`config.mk`:
```
export PLATFORM = sky130hd
export DESIGN_NAME = spectral_bin_shifter
export DESIGN_NICKNAME = d
export VERILOG_FILES = /design/src/hdl/sbs_pkg.sv /design/src/hdl/sbs_bin_store.sv /design/src/hdl/sbs_rotator.sv /design/src/hdl/spectral_bin_shifter.sv
export VERILOG_INCLUDE_DIRS = /design/src /design/src/hdl
export SDC_FILE = /design/constraint.sdc
export NUM_CORES = 1
export LEC_CHECK = 0
export BUFFER_PORTS_ARGS = -buffer_cell sky130_fd_sc_hd__buf_4
export CORE_MARGIN = 3
export CORE_UTILIZATION = 55
export DETAILED_ROUTE_END_ITERATION = 8
export GPL_TIMING_DRIVEN = 0
export PLACE_DENSITY = 0.72
export SKIP_CTS_REPAIR_TIMING = 1
export SLEW_MARGIN = 20
export SYNTH_ARGS = -nofsm -noshare
export SYNTH_HDL_FRONTEND = slang
export SYNTH_HIERARCHICAL = 1
export SYNTH_SLANG_ARGS = --single-unit
```
`constraint.sdc`:
```
create_clock -name clk -period 3.95 [get_ports clk]
set_input_delay 0.5925 -clock clk [delete_from_list [all_inputs] [get_ports clk]]
set_output_delay 0.5925 -clock clk [all_outputs]
set_load 0.02 [all_outputs]
```
`src/hdl/assert_macros.svh`:
```
// ----------------------------------------------------------------------------
// assert_macros.svh
// Concurrent assertion wrappers used by spectral_bin_shifter.
// ----------------------------------------------------------------------------
`ifndef ASSERT_MACROS_SVH
`define ASSERT_MACROS_SVH

// Check on every rising edge, suspended while reset is asserted
`define SBS_ASSERT_RST(label, clk, rst_n, prop, msg) \
	label: assert property (@(posedge clk) disable iff (!rst_n) (prop)) else $error(msg);

// Check on every rising edge, reset included
`define SBS_ASSERT_ALWAYS(label, clk, prop, msg) \
	label: assert property (@(posedge clk) (prop)) else $error(msg);

`endif

```
`src/hdl/sbs_pkg.sv`:
```
// ----------------------------------------------------------------------------
// sbs_pkg
// Shared types and constants of the spectral bin shifter.
// ----------------------------------------------------------------------------
`default_nettype none

package sbs_pkg;

	// Default frame size in bins
	localparam int NUM_BINS_DEF = 33;

	// Bin sample width and stream word width
	localparam int SAMPLE_W = 24;
	localparam int TDATA_W  = 2 * SAMPLE_W;

	// Configuration port
	localparam int CFG_DATA_W  = 7;
	localparam int CFG_INDEX_W = 2;
	localparam int SHIFT_W     = 7;
	localparam int OVL_W       = 2;

	// Signed source index width, covers bin index minus any shift
	localparam int SRC_W = 9;

	typedef enum logic [CFG_INDEX_W-1:0] {
		REG_ENABLE  = 2'd0,
		REG_SHIFT   = 2'd1,
		REG_OVERLAP = 2'd2
	} cfg_reg_t;

	localparam logic [OVL_W-1:0] OVL_NONE    = 2'd0;
	localparam logic [OVL_W-1:0] OVL_HALF    = 2'd1;
	localparam logic [OVL_W-1:0] OVL_QUARTER = 2'd2;

	// Frame rotation in quarter turns
	typedef enum logic [1:0] {
		ROT_0   = 2'd0,
		ROT_90  = 2'd1,
		ROT_180 = 2'd2,
		ROT_270 = 2'd3
	} rot_t;

	typedef struct packed {
		logic signed [SAMPLE_W-1:0] imag;
		logic signed [SAMPLE_W-1:0] re;
	} cplx_t;

	// Side information that travels with one read of the store
	typedef struct packed {
		rot_t rot;
		logic zero;
		logic last;
	} rd_meta_t;

endpackage

`default_nettype wire

```
`src/hdl/sbs_bin_store.sv`:
```
// ----------------------------------------------------------------------------
// sbs_bin_store
// Frame store: one write port, one read port with registered read data.
// ----------------------------------------------------------------------------
`default_nettype none

module sbs_bin_store #(
	parameter int DEPTH  = sbs_pkg::NUM_BINS_DEF,
	parameter int ADDR_W = $clog2(sbs_pkg::NUM_BINS_DEF)
) (
	input  wire logic              clk,
	input  wire logic              wr_en,
	input  wire logic [ADDR_W-1:0] wr_addr,
	input  wire sbs_pkg::cplx_t    wr_data,
	input  wire logic              rd_en,
	input  wire logic [ADDR_W-1:0] rd_addr,
	output sbs_pkg::cplx_t         rd_data_s1
);
	import sbs_pkg::*;

	cplx_t mem [0:DEPTH-1];

	// Write a bin
	always_ff @(posedge clk) begin
		if (wr_en) begin
			mem[wr_addr] <= wr_data;
		end
	end

	// Read a bin, hold the data until the next read
	always_ff @(posedge clk) begin
		if (rd_en) begin
			rd_data_s1 <= mem[rd_addr];
		end
	end

endmodule

`default_nettype wire

```
`src/hdl/sbs_rotator.sv`:
```
// ----------------------------------------------------------------------------
// sbs_rotator
// Output stage: zero fill, quarter-turn rotation with saturating negation,
// and the result register toward the master side.
// ----------------------------------------------------------------------------
`default_nettype none

module sbs_rotator (
	input  wire logic                          clk,
	input  wire logic                          arst_n,
	input  wire logic                          valid_s1,
	input  wire sbs_pkg::rd_meta_t             meta_s1,
	input  wire sbs_pkg::cplx_t                data_s1,
	output logic                               take_s1,
	output logic                               m_tvalid,
	input  wire logic                          m_tready,
	output logic [sbs_pkg::TDATA_W-1:0]        m_tdata,  // re [23:0], imag [47:24]
	output logic                               m_tlast   // frame_end
);
	import sbs_pkg::*;

	localparam logic signed [SAMPLE_W-1:0] MAX_S = {1'b0, {(SAMPLE_W-1){1'b1}}};
	localparam logic signed [SAMPLE_W-1:0] MIN_S = {1'b1, {(SAMPLE_W-1){1'b0}}};

	function automatic logic signed [SAMPLE_W-1:0] neg_sat(input logic signed [SAMPLE_W-1:0] x);
		if (x == MIN_S) begin
			return MAX_S;
		end
		return -x;
	endfunction

	cplx_t src;
	cplx_t rotd;
	logic  out_valid_q;
	cplx_t out_q;
	logic  out_last_q;

	// Select zero for bins shifted in from outside the frame
	always_comb begin
		src = meta_s1.zero ? '0 : data_s1;
	end

	// Rotate by the frame's quarter-turn count
	always_comb begin
		case (meta_s1.rot)
			ROT_90: begin
				rotd.re   = neg_sat(src.imag);
				rotd.imag = src.re;
			end
			ROT_180: begin
				rotd.re   = neg_sat(src.re);
				rotd.imag = neg_sat(src.imag);
			end
			ROT_270: begin
				rotd.re   = src.imag;
				rotd.imag = neg_sat(src.re);
			end
			default: begin
				rotd = src;
			end
		endcase
	end

	// Load the result register whenever it is empty or being drained
	assign take_s1 = !out_valid_q || m_tready;

	always_ff @(posedge clk or negedge arst_n) begin
		if (!arst_n) begin
			out_valid_q <= 1'b0;
		end else if (take_s1) begin
			out_valid_q <= valid_s1;
		end
	end

	always_ff @(posedge clk) begin
		if (take_s1 && valid_s1) begin
			out_q      <= rotd;
			out_last_q <= meta_s1.last;
		end
	end

	assign m_tvalid = out_valid_q;
	assign m_tdata  = {out_q.imag, out_q.re};
	assign m_tlast  = out_last_q;

endmodule

`default_nettype wire

```
`src/hdl/spectral_bin_shifter.sv`:
```
// ----------------------------------------------------------------------------
// spectral_bin_shifter
// Frequency shift by moving FFT bins through a frame store, with an
// optional per-frame phase rotation for odd shifts.
// ----------------------------------------------------------------------------
//  channel   dir   handshake            payload
//  s_*       in    s_tvalid / s_tready  s_tdata: bin_real, bin_imag
//  m_*       out   m_tvalid / m_tready  m_tdata: out_real, out_imag; m_tlast: frame_end
//  cfg_*     in    cfg_wr_en            cfg_index, cfg_data
//
//  A frame loads NUM_BINS bins, one bin per accepted request, then emits
//  NUM_BINS bins at one bin per cycle while the master side accepts them,
//  set by the store's single read port. No bins are taken while a frame is
//  emitted. The store needs no clearing after reset. A stalled master side
//  holds the result register and the read stage; reads resume when the
//  result register drains.
// ----------------------------------------------------------------------------
`default_nettype none

module spectral_bin_shifter #(
	parameter int NUM_BINS = sbs_pkg::NUM_BINS_DEF
) (
	input  wire logic                            clk,
	input  wire logic                            arst_n,
	input  wire logic                            s_tvalid,
	output logic                                 s_tready,
	input  wire logic [sbs_pkg::TDATA_W-1:0]     s_tdata,   // bin_real [23:0], bin_imag [47:24]
	output logic                                 m_tvalid,
	input  wire logic                            m_tready,
	output logic [sbs_pkg::TDATA_W-1:0]          m_tdata,   // out_real [23:0], out_imag [47:24]
	output logic                                 m_tlast,   // frame_end
	input  wire logic                            cfg_wr_en,
	input  wire logic [sbs_pkg::CFG_INDEX_W-1:0] cfg_index,
	input  wire logic [sbs_pkg::CFG_DATA_W-1:0]  cfg_data
);
	import sbs_pkg::*;

`include "assert_macros.svh"

	localparam int ADDR_W = (NUM_BINS > 1) ? $clog2(NUM_BINS) : 1;
	localparam logic [ADDR_W-1:0] LAST_IDX = ADDR_W'(NUM_BINS - 1);

	typedef enum logic [1:0] {
		ST_LOAD = 2'b01,
		ST_EMIT = 2'b10
	} state_t;

	state_t              state_q;
	logic [ADDR_W-1:0]   load_idx_q;
	logic [ADDR_W-1:0]   rd_k_q;
	logic [1:0]          phase_q;
	rot_t                rot_q;
	logic                enable_q;
	logic [SHIFT_W-1:0]  shift_q;
	logic [OVL_W-1:0]    overlap_q;

	logic                in_accept;
	logic                last_load;
	logic                issue;
	logic                last_read;
	logic                take_s1;
	logic                valid_s1;
	rd_meta_t            meta_s1;
	cplx_t               wr_data;
	cplx_t               rd_data_s1;
	rot_t                rot_next;
	logic [1:0]          phase_next;
	logic [1:0]          phase_inc;
	logic [SRC_W-1:0]    src;
	logic [SRC_W-1:0]    shift_ext;
	logic                in_range;

	assign s_tready  = (state_q == ST_LOAD);
	assign in_accept = s_tvalid && s_tready;
	assign last_load = (load_idx_q == LAST_IDX);
	assign wr_data   = '{imag: s_tdata[TDATA_W-1:SAMPLE_W], re: s_tdata[SAMPLE_W-1:0]};

	// Issue a read when the read stage is empty or moving on
	assign issue     = (state_q == ST_EMIT) && (!valid_s1 || take_s1);
	assign last_read = (rd_k_q == LAST_IDX);

	// Source bin of the output bin being read
	assign shift_ext = enable_q ? {{(SRC_W-SHIFT_W){shift_q[SHIFT_W-1]}}, shift_q} : '0;
	assign src       = {{(SRC_W-ADDR_W){1'b0}}, rd_k_q} - shift_ext;
	assign in_range  = !src[SRC_W-1] && (src < SRC_W'(NUM_BINS));

	// Work out this frame's rotation and the phase left for the next one
	assign phase_inc = phase_q + 2'd1;
	always_comb begin
		rot_next   = ROT_0;
		phase_next = phase_q;
		if (enable_q && shift_q[0]) begin
			case (overlap_q)
				OVL_HALF: begin
					if (phase_inc == 2'd2) begin
						rot_next   = ROT_180;
						phase_next = 2'd0;
					end else begin
						phase_next = phase_inc;
					end
				end
				OVL_QUARTER: begin
					rot_next   = rot_t'(phase_q);
					phase_next = phase_inc;
				end
				default: begin
					rot_next   = ROT_0;
					phase_next = phase_q;
				end
			endcase
		end
	end

	// Sequence load and emit, take configuration writes
	always_ff @(posedge clk or negedge arst_n) begin
		if (!arst_n) begin
			state_q    <= ST_LOAD;
			load_idx_q <= '0;
			rd_k_q     <= '0;
			phase_q    <= 2'd0;
			rot_q      <= ROT_0;
			enable_q   <= 1'b0;
			shift_q    <= '0;
			overlap_q  <= OVL_NONE;
		end else begin
			case (state_q)
				ST_LOAD: begin
					if (in_accept) begin
						if (last_load) begin
							load_idx_q <= '0;
							rd_k_q     <= '0;
							rot_q      <= rot_next;
							phase_q    <= phase_next;
							state_q    <= ST_EMIT;
						end else begin
							load_idx_q <= load_idx_q + 1'b1;
						end
					end
				end
				ST_EMIT: begin
					if (issue) begin
						if (last_read) begin
							rd_k_q  <= '0;
							state_q <= ST_LOAD;
						end else begin
							rd_k_q <= rd_k_q + 1'b1;
						end
					end
				end
				default: begin
					state_q <= ST_LOAD;
				end
			endcase
			if (cfg_wr_en) begin
				case (cfg_reg_t'(cfg_index))
					REG_ENABLE: begin
						enable_q <= cfg_data[0];
						phase_q  <= 2'd0;
						rot_q    <= ROT_0;
					end
					REG_SHIFT: begin
						shift_q <= cfg_data[SHIFT_W-1:0];
						phase_q <= 2'd0;
						rot_q   <= ROT_0;
					end
					REG_OVERLAP: begin
						overlap_q <= cfg_data[OVL_W-1:0];
						phase_q   <= 2'd0;
						rot_q     <= ROT_0;
					end
					default: begin
					end
				endcase
			end
		end
	end

	// Advance the read stage
	always_ff @(posedge clk or negedge arst_n) begin
		if (!arst_n) begin
			valid_s1 <= 1'b0;
		end else if (issue) begin
			valid_s1 <= 1'b1;
		end else if (take_s1) begin
			valid_s1 <= 1'b0;
		end
	end

	always_ff @(posedge clk) begin
		if (issue) begin
			meta_s1 <= '{rot: rot_q, zero: !in_range, last: last_read};
		end
	end

	sbs_bin_store #(
		.DEPTH  (NUM_BINS),
		.ADDR_W (ADDR_W)
	) u_store (
		.clk        (clk),
		.wr_en      (in_accept),
		.wr_addr    (load_idx_q),
		.wr_data    (wr_data),
		.rd_en      (issue && in_range),
		.rd_addr    (src[ADDR_W-1:0]),
		.rd_data_s1 (rd_data_s1)
	);

	sbs_rotator u_rotator (
		.clk      (clk),
		.arst_n   (arst_n),
		.valid_s1 (valid_s1),
		.meta_s1  (meta_s1),
		.data_s1  (rd_data_s1),
		.take_s1  (take_s1),
		.m_tvalid (m_tvalid),
		.m_tready (m_tready),
		.m_tdata  (m_tdata),
		.m_tlast  (m_tlast)
	);

	`SBS_ASSERT_RST(a_load_idx_range, clk, arst_n, load_idx_q <= LAST_IDX, "load index past frame")
	`SBS_ASSERT_RST(a_last_bin_to_emit, clk, arst_n, (in_accept && last_load) |=> (state_q == ST_EMIT && rd_k_q == '0), "last bin did not start emit")
	`SBS_ASSERT_RST(a_last_read_to_load, clk, arst_n, (issue && last_read) |=> (state_q == ST_LOAD && load_idx_q == '0), "emit did not return to load")
	`SBS_ASSERT_RST(a_rot_needs_odd, clk, arst_n, (rot_q != ROT_0) |-> (enable_q && shift_q[0]), "rotation without odd shift")

endmodule

`default_nettype wire

```
==> metrics.md <==
| Metric | Value |
|---|---|
| Final nets | 4480 |
| Commonest cells after routing, fill and taps aside | 1685 x edfxtp_1, 784 x mux2i_1, 199 x a22oi_1, 171 x clkbuf_16, 159 x buf_4 |
| Synth Register Bits | 1715 |
| GPL Wtd Cong | 0.951 |
| Initial Utilization | 0.558 |
| Adder-Cell Fraction of Synth Area | 0.00281 |
| Synth area leaders | edfxtp_1 73%, mux2i_1 11%, a22oi_1 2.1%, a22o_1 1.2%, o41ai_2 1.1% |
| Post-Route Setup TNS | -0.0241 ns |
| Critical Path RT | 4.49 ns |
| Die extent in x | 362 um |
| Outcome | complete, but fails checks |
| Multiplexer area fraction after synthesis | 0.115 |
| Site row count | 129 |
| Crit path top cell by count | a21oi_1 |
| Max-cap violations | 0 |
| DR vias/cell | 6.67 |
| Synth Area in XOR/XNOR | 0.00328 |
| Die height | 362 um |
| Vias post-DR | 41200 |
| Clk slew on worst S/H paths | 0.06 ns |
| Dpl ws | -1.93 ns |
| Setup ws final | -0.0130 ns |
| Ys async rst share | 0.0175 |
| CTS tree | done |
| Routed wire length | 209 mm |
| Share of cells above drive strength 1 | 0.183 |
| Drt first-iter violations | 5416 |
| Min-Delay Path Class | input pin to flop |
| Compound-Gate Fraction of Synth Area | 0.0929 |
| Worst Max-Slew Pin Slew | 1.05 ns |
| Slew Viols, Final | 0 |
| Crit path largest cell delay | 0.65 ns |
| Clock sinks | 1715 |
| Worst Path Arrival | 4.50 ns |
| DPL Wire Length | 140 mm |
| Syn Inst Count | 4003 |
| Total Routing Usage GR | 0.317 |
| Post-Synth Simple-Gate Area | 0.0260 |
| First-pass GRT wire length | 293 mm |
| Number of global-route vias before repair | 40100 |
| Max Clock Freq | 0.252 GHz |
| Core Region | 125000 um^2 |
| Clock latency on the worst-skew pair | 0.81 ns |
| Final Hold Viols | 0 |
| Area growth, synth to finish | 17.0% |
| Initial antenna violation count | 9 |
| Metal2 WL | 98.0 mm |
| Rel. slew slack | 0.300 |
| # IOs | 113 |
| Synthesized cell area | 69500 um^2 |
| Period utilization | 1.00 |
| PortBufs | 112 |
| Met3 Wirelength | 22.3 mm |
| Drt wl/cell | 33.8 um |
| Main combinational cell family by area after synthesis | multiplexers |
| Post-route minimum period | 3.96 ns |
| Failing checks | setup timing |
| Main synth FF type | edfxtp_1 |
| Share of the synthesized area in the top cell type | 0.728 |
| Synth warn | 6 |
| Crit Path Max Fanout | 10 |
| Post-synth EDFFs | 1685 |
| Static leakage | 27.5 nW |
| DRC Markers | 0 |
| DRT Pass-1 Iters | 6 |
| Final setup fails | 3 |
| GRT Residual Overflow | 0 |
| Max clock buf depth | 3 |
| Power per cell area | 833 nW/um^2 |
| Root Driver | clkbuf_16 |
| Uppermost layer routed | met5 |
| Largest net degree at the start of global routing | 49 |
| H-tree Lvls | 4 |
| Register area share after synthesis | 0.739 |
| Syn Nets | 4080 |
| Slowest cell on the critical path | clkbuf_1 |
| Startpoint class of the critical path | flop |
| Num CTS Buffers | 169 |
| Leading area contributor after synthesis | edfxtp_1 |
| Commonest non-fill, non-tap cell in the layout | edfxtp_1 |
| Worst path cell trace | ha_1 -> a21oi_1 -> a21oi_1 -> o21ai_0 -> and2_1 -> buf_2 -> clkbuf_2 -> clkbuf_1 -> nand2_1 -> o41ai_4 |
| Clk_skew | 0.0322 ns |
| Met1 Wirelength | 79.1 mm |
| CP Class | flop to flop |
| Worst setup EP type | flop |
| Worst vdd rail ir drop | 0.604 mV |
| Post-route ant nets | 0 |
| Yosys cell types | 84 |
| Syn avg cell area | 17.4 um^2 |
| Die ar. | 131000 um^2 |
-- metrics by stage --
stage	instance area (um^2)	std cells	power, mW	util	hold WS [ns]
finish	81300	6181	67.8	0.653	0.0292
global route	81300	6173	69.4	0.652	0.00220
CTS	80500	6158	65.2	0.646	-0.329
detailed placement	75100	5854	49.5	0.603	0.406
global placement	72400	5752	48.7	0.581	0.408
floorplan	69500	4003	38.0	-	0.297
-- cell families (layout without fill, tap and decap cells) --
family	after synthesis	in the layout
and+or+nand+nor	367	367
xor gates and xnor gates	26	26
adders and majority gates	15	15
other	0	8
muxes	798	798
AOI/OAI and AO/OA	809	809
DFF	1715	1715
buffers and inverters	273	806
-- critical path: cells and delay by family (launching register included) --
family / cells / cell delay (ns)
buffers and inverters: 3 / 1.57
flip-flops: 1 / 0.45
AND/OR/NAND/NOR: 2 / 0.39
AO/OA/AOI/OAI: 4 / 0.78
adder cells (fa/ha/maj): 1 / 0.45
-- cells in the mapped netlist, types with 8 or more instances --
cell and count:
xnor2_1 16, dfrtp_1 29, a221oi_1 59, nor4_1 11
o31ai_1 8, mux2i_1 784, o22ai_1 53, nand3b_1 11
clkbuf_1 133, o211ai_1 8, o41ai_2 48, or3_1 10
buf_2 46, a221oi_2 42, nand2_1 122, buf_4 30
o21ai_0 57, nor2_1 99, nand3_1 24, a211oi_1 9
edfxtp_1 1685, buf_1 17, a22o_1 96, nor3_1 18
buf_6 12, a22oi_1 199, a21oi_1 150, ha_1 14
mux2_2 13, nor2b_1 14, nand2b_1 10, xor2_1 10
inv_1 18, a31oi_1 16
-- flip-flops by register name (all words and copies together), names as in the netlist --
name / flops
overlap_q: 2
u_rotator/m_tdata: 48
u_rotator/m_tvalid: 1
u_store/mem: 1584
valid_s1: 1
u_rotator/m_tlast: 1
rot_q: 2
enable_q: 1
meta_s1: 4
phase_q: 2
state_q: 2
rd_k_q: 6
shift_q: 7
load_idx_q: 6
u_store/rd_data_s1: 48
-- routing by layer --
metal | vias up | GRT usage
li1 | 17100 | -
met1 | 21100 | 0.426
met2 | 2591 | 0.501
met3 | 502 | 0.0712
met4 | 6 | 0.141
met5 | - | 0
-- final cells by class --
type | count | area [um^2]
Sequential cell | 1715 | 51400
Fill cell | 8366 | 43300
Multi-Input combinational cell | 2015 | 17400
Clock buffer | 207 | 4410
Timing Repair Buffer | 229 | 3400
Tap cell | 1637 | 2050
Buffer | 252 | 1590
Clock inverter | 97 | 1000
Inverter | 21 | 78.8
Antenna cell | 8 | 20.0
-- path summary, 6_finish.rpt --
path / startpoint / end / slack, ns / cells after the start
worst max-delay path: rd_k_q[2] / u_store/rd_data_s1[39] / -0.01 / 10
worst min-delay path: cfg_data[1] / overlap_q[1] / 0.03 / 2
worst max register to register: rd_k_q[2] / u_store/rd_data_s1[39] / -0.01 / 10
worst min register to register: meta_s1[0] / u_rotator/m_tlast / 0.42 / 0
max in group asynchronous: arst_n / state_q[0] / 3.39 / 2
min in group asynchronous: arst_n / u_rotator/m_tvalid / 0.25 / 2
-- power by group --
| part | internal (mW) | switching (mW) |
|---|---|---|
| combinational | 10.2 | 20.4 |
| clock | 9.02 | 6.74 |
| sequential | 21.1 | 0.272 |
Note: power is estimated with default switching activity, not from simulation.
